<file path="src/rtl/core/mlp_pkg.sv">
package mlp_pkg;

  // line parsing phase
  typedef enum logic [1:0] {
    PH_START = 2'd0,
    PH_KEY   = 2'd1,
    PH_VALUE = 2'd2,
    PH_SKIP  = 2'd3
  } phase_t;

  // known keys, K_NONE for an unknown or not yet decided key
  typedef enum logic [2:0] {
    K_FORMAT = 3'd0,
    K_ID     = 3'd1,
    K_NAME   = 3'd2,
    K_EXEC   = 3'd3,
    K_FLAGS  = 3'd4,
    K_NONE   = 3'd7
  } key_t;

  typedef enum logic [1:0] {
    EV_BYTE    = 2'd0,
    EV_END     = 2'd1,
    EV_VERDICT = 2'd2
  } ev_kind_t;

  localparam int NUM_KEYS   = 5;
  localparam int MAX_EVENTS = 3;

  localparam logic [7:0] CH_NUL      = 8'h00;
  localparam logic [7:0] CH_LF       = 8'h0A;
  localparam logic [7:0] CH_CR       = 8'h0D;
  localparam logic [7:0] CH_HASH     = 8'h23;
  localparam logic [7:0] CH_EQ       = 8'h3D;
  localparam logic [7:0] CH_SLASH    = 8'h2F;
  localparam logic [7:0] CH_ZERO     = 8'h30;
  localparam logic [7:0] CH_NINE     = 8'h39;
  localparam logic [7:0] CH_PRINT_LO = 8'h20;
  localparam logic [7:0] CH_PRINT_HI = 8'h7E;

  localparam logic [31:0] FORMAT_ONE = 32'd1;

  typedef struct packed {
    logic [7:0] data_byte;
    logic       last_byte;
  } in_item_t;

  typedef struct packed {
    logic [1:0]  event_kind;
    logic [1:0]  field_code;
    logic [6:0]  char_position;
    logic [7:0]  char_value;
    logic        manifest_ok;
    logic [31:0] flags_value;
    logic        format_version;
    logic        last_of_run;
  } out_item_t;

  typedef struct packed {
    phase_t      phase;
    logic [4:0]  cand;
    logic [2:0]  kpos;
    key_t        akey;
    logic [7:0]  vlen;
    logic [31:0] acc;
    logic [31:0] flags;
    logic [3:0]  seen;
    logic        err;
  } parser_state_t;

  typedef struct packed {
    logic [1:0]                count;
    out_item_t [MAX_EVENTS-1:0] item;
  } step_out_t;

  localparam parser_state_t PARSER_RESET = '{
    phase: PH_START,
    cand:  5'h1F,
    kpos:  3'd0,
    akey:  K_NONE,
    vlen:  8'd0,
    acc:   32'd0,
    flags: 32'd0,
    seen:  4'd0,
    err:   1'b0
  };

  // key text, left-aligned, zero padded to eight characters
  function automatic logic [7:0] key_char(input key_t k, input logic [2:0] p);
    logic [7:0][7:0] t;
    case (k)
      K_FORMAT: t = {"format", 16'h0};
      K_ID:     t = {"id", 48'h0};
      K_NAME:   t = {"name", 32'h0};
      K_EXEC:   t = {"exec", 32'h0};
      K_FLAGS:  t = {"flags", 24'h0};
      default:  t = '0;
    endcase
    return t[3'd7 - p];
  endfunction

  function automatic logic [2:0] key_len(input key_t k);
    logic [2:0] n;
    case (k)
      K_FORMAT: n = 3'd6;
      K_ID:     n = 3'd2;
      K_NAME:   n = 3'd4;
      K_EXEC:   n = 3'd4;
      K_FLAGS:  n = 3'd5;
      default:  n = 3'd0;
    endcase
    return n;
  endfunction

  // string keys map to field codes id 0, name 1, exec 2
  function automatic logic [1:0] field_of(input key_t k);
    return k[1:0] - 2'd1;
  endfunction

endpackage

</file>
<file path="src/rtl/core/mlp_in_if.sv">
interface mlp_in_if;
  import mlp_pkg::*;

  logic     valid;
  logic     ready;
  in_item_t data;

  modport source (output valid, output data, input ready);
  modport sink (input valid, input data, output ready);
endinterface

</file>
<file path="src/rtl/core/mlp_out_if.sv">
interface mlp_out_if;
  import mlp_pkg::*;

  logic      valid;
  logic      ready;
  out_item_t data;

  modport source (output valid, output data, input ready);
  modport sink (input valid, input data, output ready);
endinterface

</file>
<file path="src/rtl/core/mlp_step.sv">
module mlp_step #(
  parameter int ID_CAPACITY   = 32,
  parameter int NAME_CAPACITY = 64,
  parameter int EXEC_CAPACITY = 128
) (
  input  mlp_pkg::parser_state_t state,
  input  mlp_pkg::in_item_t      item,
  output mlp_pkg::parser_state_t state_next,
  output mlp_pkg::step_out_t     result
);
  import mlp_pkg::*;

  localparam logic [8:0] ID_CAP   = 9'(ID_CAPACITY);
  localparam logic [8:0] NAME_CAP = 9'(NAME_CAPACITY);
  localparam logic [8:0] EXEC_CAP = 9'(EXEC_CAPACITY);

  logic [7:0]    b;
  logic          is_eol;
  logic          is_digit;
  logic          is_print;
  logic          num_ovf;
  logic          cap_full;
  logic          close;
  logic [35:0]   num_wide;
  logic [8:0]    cap;
  logic [7:0]    vlen_sat;
  logic [4:0]    cand_after;
  logic [2:0]    kpos_inc;
  key_t          match_key;
  parser_state_t work;
  logic          emit_byte;
  logic          emit_end;
  out_item_t     ev_byte;
  out_item_t     ev_end;

  assign b        = item.data_byte;
  assign is_eol   = (b == CH_LF) || (b == CH_CR) || (b == CH_NUL);
  assign is_digit = (b >= CH_ZERO) && (b <= CH_NINE);
  assign is_print = (b >= CH_PRINT_LO) && (b <= CH_PRINT_HI);
  // acc * 10 + digit, overflow when it leaves 32 bits
  assign num_wide = ({4'b0, state.acc} << 3) + ({4'b0, state.acc} << 1) + 36'(b[3:0]);
  assign num_ovf  = |num_wide[35:32];
  assign cap_full = ({1'b0, state.vlen} + 9'd1) >= cap;
  assign vlen_sat = (state.vlen == 8'hFF) ? state.vlen : state.vlen + 8'd1;
  assign kpos_inc = (state.kpos == 3'd7) ? state.kpos : state.kpos + 3'd1;
  assign close    = (is_eol && !state.err) || item.last_byte;

  always_comb begin
    case (state.akey)
      K_ID:    cap = ID_CAP;
      K_NAME:  cap = NAME_CAP;
      default: cap = EXEC_CAP;
    endcase
  end

  // candidate narrowing on a key byte, and the decision on '='
  always_comb begin : key_match
    cand_after = state.cand;
    match_key  = K_NONE;
    for (int c = 0; c < NUM_KEYS; c++) begin
      if (state.cand[c] && (state.kpos >= key_len(key_t'(3'(c))) ||
                            key_char(key_t'(3'(c)), state.kpos) != b)) begin
        cand_after[c] = 1'b0;
      end
      if (state.cand[c] && key_len(key_t'(3'(c))) == state.kpos) begin
        match_key = key_t'(3'(c));
      end
    end
  end

  always_comb begin : parse
    work      = state;
    emit_byte = 1'b0;
    emit_end  = 1'b0;
    ev_byte   = '0;
    ev_end    = '0;
    if (!state.err && !is_eol) begin
      case (state.phase)
        PH_START: begin
          if (b == CH_HASH) begin
            work.phase = PH_SKIP;
          end else if (b == CH_EQ) begin
            work.err = 1'b1;
          end else begin
            work.phase = PH_KEY;
            work.cand  = cand_after;
            work.kpos  = kpos_inc;
          end
        end
        PH_KEY: begin
          if (b == CH_EQ) begin
            work.akey  = match_key;
            work.phase = (match_key == K_NONE) ? PH_SKIP : PH_VALUE;
          end else begin
            work.cand = cand_after;
            work.kpos = kpos_inc;
          end
        end
        PH_VALUE: begin
          if (state.akey == K_FORMAT || state.akey == K_FLAGS) begin
            if (!is_digit || num_ovf) begin
              work.err = 1'b1;
            end else begin
              work.acc  = num_wide[31:0];
              work.vlen = vlen_sat;
            end
          end else if (!is_print || cap_full ||
                       (state.akey == K_EXEC && state.vlen == 8'd0 && b != CH_SLASH)) begin
            work.err = 1'b1;
          end else begin
            emit_byte             = 1'b1;
            ev_byte.event_kind    = EV_BYTE;
            ev_byte.field_code    = field_of(state.akey);
            ev_byte.char_position = state.vlen[6:0];
            ev_byte.char_value    = b;
            work.vlen             = state.vlen + 8'd1;
          end
        end
        default: begin
        end
      endcase
    end
    // line close, on a line end or after the final byte
    if (close) begin
      if (!work.err) begin
        case (work.phase)
          PH_KEY: begin
            work.err = 1'b1;
          end
          PH_VALUE: begin
            if (work.vlen == 8'd0) begin
              work.err = 1'b1;
            end else if (work.akey == K_FORMAT) begin
              if (work.acc != FORMAT_ONE) work.err = 1'b1;
              else work.seen[0] = 1'b1;
            end else if (work.akey == K_FLAGS) begin
              work.flags = work.acc;
            end else begin
              emit_end                     = 1'b1;
              ev_end.event_kind            = EV_END;
              ev_end.field_code            = field_of(work.akey);
              ev_end.char_position         = work.vlen[6:0];
              work.seen[work.akey[1:0]]    = 1'b1;
            end
          end
          default: begin
          end
        endcase
      end
      work.phase = PH_START;
      work.cand  = 5'h1F;
      work.kpos  = 3'd0;
      work.akey  = K_NONE;
      work.vlen  = 8'd0;
      work.acc   = 32'd0;
    end
  end

  always_comb begin : emit
    out_item_t  verdict;
    logic [1:0] n;
    verdict                = '0;
    verdict.event_kind     = EV_VERDICT;
    verdict.manifest_ok    = !work.err && (&work.seen);
    verdict.format_version = !work.err && work.seen[0];
    verdict.flags_value    = work.err ? 32'd0 : work.flags;
    result = '0;
    n      = 2'd0;
    if (emit_byte) begin
      result.item[n] = ev_byte;
      n = n + 2'd1;
    end
    if (emit_end) begin
      result.item[n] = ev_end;
      n = n + 2'd1;
    end
    if (item.last_byte) begin
      result.item[n] = verdict;
      n = n + 2'd1;
    end
    if (n != 2'd0) result.item[n - 2'd1].last_of_run = 1'b1;
    result.count = n;
    state_next   = item.last_byte ? PARSER_RESET : work;
  end

endmodule

</file>
<file path="src/rtl/core/manifest_line_parser_core.sv">
// Manifest line parser: takes manifest text one byte a beat on text and
// gives event beats on events (string field bytes, string field ends with
// their length, and a verdict after the byte marked last). A byte is taken
// at the edge where it is offered with text ready high; its events enter
// the result queue at that edge. A byte raises zero to three event beats,
// which leave one a cycle while the consumer is ready, through a four-entry
// result queue. Text is held off while fewer than three queue entries are
// free. Every byte that is not marked last raises at most one event, so
// while the consumer takes a beat every cycle the parser takes a byte every
// cycle. A final byte that raises two or three beats (a string end and the
// verdict, plus a string byte when it lands in a string value) holds text
// off after it until at most one queue entry is in use. After an error no
// events come until the verdict, which then reports failure. No start-up
// pass: text ready is high from the first cycle after reset.
module manifest_line_parser_core #(
  parameter int ID_CAPACITY   = 32,
  parameter int NAME_CAPACITY = 64,
  parameter int EXEC_CAPACITY = 128
) (
  input logic       clk,
  input logic       rst,
  mlp_in_if.sink    text,
  mlp_out_if.source events
);
  import mlp_pkg::*;

  localparam int QUEUE_DEPTH = 4;
  localparam int PTR_W       = $clog2(QUEUE_DEPTH);

  parser_state_t    state;
  parser_state_t    state_next;
  step_out_t        step;
  out_item_t        queue [QUEUE_DEPTH];
  logic [PTR_W-1:0] wr_ptr;
  logic [PTR_W-1:0] rd_ptr;
  logic [PTR_W:0]   fill;
  logic             take;
  logic             give;
  logic [PTR_W:0]   push_n;

  // room for the worst case of one byte's events, nothing taken in reset
  assign text.ready = !rst && (fill <= (PTR_W+1)'(QUEUE_DEPTH - MAX_EVENTS));
  assign take       = text.valid && text.ready;
  assign give       = events.valid && events.ready;
  assign push_n     = take ? (PTR_W+1)'(step.count) : '0;

  // one pass of the line parser per text beat
  mlp_step #(
    .ID_CAPACITY  (ID_CAPACITY),
    .NAME_CAPACITY(NAME_CAPACITY),
    .EXEC_CAPACITY(EXEC_CAPACITY)
  ) u_step (
    .state     (state),
    .item      (text.data),
    .state_next(state_next),
    .result    (step)
  );

  // parser state only moves on an accepted beat
  always_ff @(posedge clk) begin
    if (rst) begin
      state <= PARSER_RESET;
    end else if (take) begin
      state <= state_next;
    end
  end

  // result queue pointers and fill level
  always_ff @(posedge clk) begin
    if (rst) begin
      wr_ptr <= '0;
      rd_ptr <= '0;
      fill   <= '0;
    end else begin
      wr_ptr <= wr_ptr + push_n[PTR_W-1:0];
      if (give) rd_ptr <= rd_ptr + PTR_W'(1);
      fill <= fill + push_n - (PTR_W+1)'(give);
    end
  end

  // event payload, written in order from the write pointer
  always_ff @(posedge clk) begin
    if (take) begin
      for (int i = 0; i < MAX_EVENTS; i++) begin
        if (2'(i) < step.count) queue[wr_ptr + PTR_W'(i)] <= step.item[i];
      end
    end
  end

  assign events.valid = fill != '0;
  assign events.data  = queue[rd_ptr];

endmodule

</file>
<file path="src/flat_wrapper.sv">
// flat-port wrapper written by rule: the top's interface ports become plain ports
module manifest_line_parser_core_flat import mlp_pkg::*;
#(
  parameter int ID_CAPACITY   = 32,
  parameter int NAME_CAPACITY = 64,
  parameter int EXEC_CAPACITY = 128
)
  (clk, rst, text_valid, text_data, text_ready, events_valid, events_data, events_ready);
  mlp_in_if text_i ();
  mlp_out_if events_i ();
  input logic clk;
  input logic rst;
  input wire logic [$bits(text_i.valid)-1:0] text_valid;
  input wire logic [$bits(text_i.data)-1:0] text_data;
  output wire logic [$bits(text_i.ready)-1:0] text_ready;
  output wire logic [$bits(events_i.valid)-1:0] events_valid;
  output wire logic [$bits(events_i.data)-1:0] events_data;
  input wire logic [$bits(events_i.ready)-1:0] events_ready;
  assign text_i.valid = text_valid;
  assign text_i.data = text_data;
  assign text_ready = text_i.ready;
  assign events_valid = events_i.valid;
  assign events_data = events_i.data;
  assign events_i.ready = events_ready;
  manifest_line_parser_core #(.ID_CAPACITY(ID_CAPACITY), .NAME_CAPACITY(NAME_CAPACITY), .EXEC_CAPACITY(EXEC_CAPACITY)) u_core (.clk(clk), .rst(rst), .text(text_i), .events(events_i));
endmodule
</file>
<file path="config.mk">
export PLATFORM = sky130hd
export DESIGN_NAME = manifest_line_parser_core_flat
export DESIGN_NICKNAME = d
export VERILOG_FILES = /design/src/rtl/core/mlp_pkg.sv /design/src/rtl/core/mlp_in_if.sv /design/src/rtl/core/mlp_out_if.sv /design/src/rtl/core/mlp_step.sv /design/src/rtl/core/manifest_line_parser_core.sv /design/src/flat_wrapper.sv
export SDC_FILE = /design/constraint.sdc
export NUM_CORES = 1
export LEC_CHECK = 0
export BUFFER_PORTS_ARGS = -buffer_cell sky130_fd_sc_hd__buf_4
export CAP_MARGIN = 25
export CORE_ASPECT_RATIO = 0.6
export CORE_MARGIN = 10
export CORE_UTILIZATION = 45
export DETAILED_ROUTE_END_ITERATION = 7
export GPL_TIMING_DRIVEN = 0
export HOLD_SLACK_MARGIN = 0.05
export SYNTH_ARGS = -nofsm -noshare
export SYNTH_HDL_FRONTEND = slang
export SYNTH_SLANG_ARGS = --single-unit
</file>
<file path="constraint.sdc">
create_clock -name clk -period 15.5 [get_ports clk]
set_input_delay 3.1 -clock clk [delete_from_list [all_inputs] [get_ports clk]]
set_output_delay 3.1 -clock clk [all_outputs]
set_load 0.05 [all_outputs]
</file>
== Yosys cells after proc, flatten, opt, wreduce, memory -nomap -nowiden ==
Memory sizes are Yosys's and may differ from the RTL's. A register that Yosys moved wholly into a read port is not among the register bits.
Cells that the tools add are included.
Widths: inputs -> output; s select.

* Bits in writable memories: 216
* Logic and storage cells: 249
* Memories: 6
* ROM bits: 320
* Flip-flop bits (word level): 97
* Bits of input ports: 13

* Reduce and logical (&&, ||, !) cells: 56
* Add/sub/neg operators: 17
* Equal/unequal tests: 30
* Multiplexer cells: 105
* Bitwise operators: 1
* Order comparisons: 22

{| class="wikitable"
|+ Memories
! name !! depth !! bits a word !! read ports !! clocked after memory_dff !! write ports !! RTL line !! text
|-
| u_core.queue || 4 || 54 || 1 || 1 || 3 || manifest_line_parser_core.sv:33 || <nowiki>out_item_t queue [QUEUE_DEPTH];</nowiki>
|-
| (no name shown) || 8 || 8 || 1 || 0 || 0 || mlp_pkg.sv:99 || <nowiki>return t[3'd7 - p];</nowiki>
|-
| (no name shown) || 8 || 8 || 1 || 0 || 0 || mlp_pkg.sv:99 ||
|-
| (no name shown) || 8 || 8 || 1 || 0 || 0 || mlp_pkg.sv:99 ||
|-
| (no name shown) || 8 || 8 || 1 || 0 || 0 || mlp_pkg.sv:99 ||
|-
| (no name shown) || 8 || 8 || 1 || 0 || 0 || mlp_pkg.sv:99 ||
|}

{| class="wikitable"
|+ Operators with widths
! kind !! number
|-
| $bwmux 162 || 3
|-
| $mux 162 || 3
|-
| $demux 54 s2 || 3
|-
| $mux 90 || 2
|-
| $mux 54 || 3
|-
| $mux 32 || 3
|-
| $mux 40 || 2
|-
| $mux 8 || 10
|-
| $mux 36 || 2
|-
| $mux 10 || 7
|-
| $mux 17 || 4
|-
| $mux 53 || 1
|-
| $ne 8x8->1 || 5
|-
| $mux 1 || 39
|-
| $mux 37 || 1
|-
| $add 35x33->36 || 1
|-
| $add 36x4->36 || 1
|-
| $mux 35 || 1
|-
| $ne 32x1->1 const B || 1
|-
| $logic_and 1x1->1 || 25
|-
| $logic_not 8->1 || 3
|-
| $mux 3 || 8
|-
| $pmux 10 s2 || 1
|-
| $eq 8x4->1 const B || 2
|-
| other kinds (49) || 100
|}

== Longest topological paths before layout ==
* Depth after elaboration: 29
* Mapped depth: 33
* Gate-level depth less buffers: 30

== Hierarchy ==
From an unflattened synthesis, not the netlist that was laid out.

* Cell total of the unflattened synthesis: 2,764
* Area, all modules: 23,120.9 µm²

{| class="wikitable"
|+ Modules (own cells, without submodules)
! module !! times used !! cells an instance !! area an instance (µm²)
|-
| manifest_line_parser_core || 1 || 1,594 || 15,924.0
|-
| mlp_step || 1 || 1,170 || 7,196.9
|}

== Worst setup path after synthesis ==
No wires, ideal clock.

* Path kind: input to register
* Start point: input port text_data[4]
* End point: memory u_core.queue[2][0] (netlist bit) (enable)
* Setup time: 547 ps
* Arrival: 12,249 ps
* Stages on the path: 26
* Data required time: 14,953 ps
* Path buffers: 4
* Path slack: 2,704 ps
* Path through: buf_1 -> inv_1 -> fa_1 -> inv_1 -> fa_1 -> a21o_1 -> a221oi_4 -> o21a_1 -> and2_1 -> buf_6 -> a311o_1 -> a2111oi_4 -> or4_1 -> nand2_1 -> a41oi_2 -> o211ai_2 -> or2_2 -> clkbuf_1 -> inv_1 -> ha_1 -> clkbuf_1 -> xnor2_1 -> nor2_1 -> nor2_1 -> nor2_1 -> a211oi_1

{| class="wikitable"
|+ RTL lines
! what !! RTL line !! text
|-
| start, declared || flat_wrapper.sv:14 || <nowiki>input wire logic [$bits(text_i.data)-1:0] text_data;</nowiki>
|-
| end, declared || manifest_line_parser_core.sv:33 ||
|}

==> flow_summary.toml <==
[layout]
final_cell_mix = "edfxtp_1, nor2_1, nand2_1"
fin_util_pct = 52.3
multiInputGateArea_um2 = 9090
diodes = 0
drive_above_1_share_pct = 15.5
final_common_cell = "edfxtp_1"
areaGrowthSynthToFinish_pct = 13.5
fillCellCount = 3466
seq_area_um2 = 8470
num-nets-final = 1914

[worst_setup_path]
ff2ff_setup_slack_ns = 6.73
reg2reg_from = "u_core.state[72]"
r2r-end = "u_core.queue[3][18]"
cp.arrival_ns = 11.89
crit_required_ns = 15.82
crit_end = "u_core.queue[3][18]"
critPathLaunch = "text_data[4]"
crit_top_cell = "inv_1"
cp-start-kind = "input pin"
reg2regPathDepth = 33
path_max_fanout = 10
path_class = "input pin to register"
critical-path-slowest-cell = "nor4_1"
crit_path_end_kind = "register"
max_stage_delay_ns = 0.72

[yosys]
synth-edff-count = 216
synthesis.area_um2 = 18200
syn_inst = 1695
synth_top_flop_cell = "edfxtp_1"
ys_seq_elements = 315
yosysWarnings = 0
syn_avg_cell_area_um2 = 10.8
seq_area_frac_synth_pct = 46.5
async_flop_share_pct = 0
ys_types = 88

[global_route]
met2_usage_pct = 27.9
grt_max_degree = 30
globalRoute.busiestLayer = "met1"
grt_pass1_wl_um = 82800
grt_use_met1_pct = 35.3
gr-total-overflow = 0
grt_pass1_vias = 13200
gr-usage-met3_pct = 4.76
grt_usage_pct = 21.5
grt_antenna_before_repair = 0

[route]
wl_per_cell_um = 23.1
drtPass1Iterations = 6
drt-total-wl_um = 54300
ant_nets = 0
first_iter_violations = 1843
drcViolationCount = 0
num_vias = 14200
vias_per_cell = 6.04

[power]
leakagePower_nw = 7.52
p_per_area_nw_per_um2 = 113
power.total_w = 0.00234
ir_worst_vdd_mv = 0.0871

[place]
gp_congestion = 0.953
port_buffers = 67
place_hpwl_um = 40700

[sta]
fin_crit_sh_pct = 74.6
rsz0062_at_grt = "no"
final_hold_viol_count = 0
slew_viol_final = 0
fmax_mhz = 86.4
max_slew_margin_pct = 33.3
fin_crit_ns = 11.57
worst_pin_slew_ns = 1.00
finalSetupViolCount = 0
fin_skew_ns = 0.0163
fin_hold_ws_ns = 0.476

[floorplan]
start_util_pct = 46.1
coreArea_um2 = 39500
rows = 56
die-width_um = 280
die_area_um2 = 49200
io_pins = 69
die_h_um = 176

[cts]
post_cts_resized = 0
cts_tree = "built"
clk_latency_ns = 0.59
post_cts_buffers = 0
cts.sinks = 315
root_buffer = "clkbuf_16"
clock_path_buffers = 3
h-tree-depth = 1
cts.clk_slew.worst_paths_ns = 0.07
ctsHoldBuffers = 0
numCtsBuffers = 31

[flow_run]
drv_cap = 0

[hold_path]
hold_depth = 1
hp-class = "register to register"

[status]
outcome = "finished clean"
==> through the flow <==
| stage | cells | TNS (ns) | worst slack (ns) | cell area, µm² |
|---|---|---|---|---|
| 2_1_floorplan | 1698 | 0 | 2.70 | 18200 |
| 5_1_grt | 2353 | 0 | 3.38 | 20700 |
| 3_3_place_gp | 2287 | -78.85 | -1.46 | 19400 |
| 6_report | 2353 | 0 | 3.93 | 20700 |
| 4_1_cts | 2352 | 0 | 4.14 | 20700 |
| 3_5_place_dp | 2294 | 0 | 3.53 | 19600 |
==> worst min path at each step <==
| stage | from | to | slack (ns) |
|---|---|---|---|
| 2_1_floorplan | u_core.state[4] | u_core.state[4] | 0.44 |
| 3_3_place_gp | u_core.state[4] | u_core.state[4] | 0.45 |
| 3_5_place_dp | u_core.state[29] | u_core.state[29] | 0.45 |
| 4_1_cts | u_core.state[18] | u_core.state[18] | 0.48 |
| 5_1_grt | u_core.state[5] | u_core.state[5] | 0.49 |
| 6_report | u_core.state[5] | u_core.state[5] | 0.48 |
==> sequential cells by signal, summed over array words and instances (netlist names), named ones only <==
signal         count
u_core.wr_ptr      2
u_core.queue     216
u_core.state      90
u_core.fill        3
u_core.rd_ptr      2
==> cells by family (layout without fill, tap and decap cells) <==
kind of cell,count (synthesis),after routing,synth area share (%)
and+or+nand+nor,572,572,14.8
AOI/OAI and AO/OA,377,377,14.5
DFF,315,315,46.5
buffers and inverters,158,291,3.93
muxes,121,121,11.0
adders and majority gates,96,96,6.70
xor gates and xnor gates,55,55,2.64
other,1,4,0.0206
==> cell type report <==
| class | instances | share of cell area, % |
|---|---|---|
| inverter | 55 | 0.998 |
| clock buffer | 33 | 3.84 |
| timing repair buffer | 75 | 3.17 |
| sequential | 315 | 40.9 |
| tap | 522 | 3.16 |
| multi-input combinational | 1225 | 43.9 |
| clock inverter | 25 | 1.49 |
| buffer | 103 | 2.47 |
==> layer usage <==
layer	share of wire [%]	vias up
met5	0	-
li1	-	6552
met2	38	634
met1	50	6989
met3	10	44
met4	1.1	0
==> where the power goes <==
part,switching [W],internal [W]
Sequential,0.0000103,0.000911
Clock,0.000351,0.000474
Combinational,0.000393,0.000197
Total,0.000753,0.00158
==> critical path: cells and delay by family <==
kind / cells / cell delay [ns]
AOI/OAI and AO/OA: 11 / 2.75
buffers and inverters: 9 / 1.94
adders and majority gates: 3 / 1.22
and+or+nand+nor: 7 / 2.39
muxes: 1 / 0.21
xor gates and xnor gates: 1 / 0.22
==> cell usage after synthesis, drive strengths merged, types with 15 or more instances <==
cell type    n  area (µm²)
nand2      136         510
a21o        15         120
o21ai       80         400
dfxtp       99        1980
ha          92        1150
nand3       21         105
mux4        54        1220
xnor2       32         280
buf         35         255
edfxtp     216        6490
inv         55         206
nand2b      20         125
nand4       20         125
o22ai       19         119
nor2       213         807
clkbuf      68         255
and2        32         200
nor3        47         235
nor4        23         150
xor2        23         201
mux2i       41         493
mux2        26         297
a21oi       85         433
a22o        73         639
(Power assumes the default switching activity.)
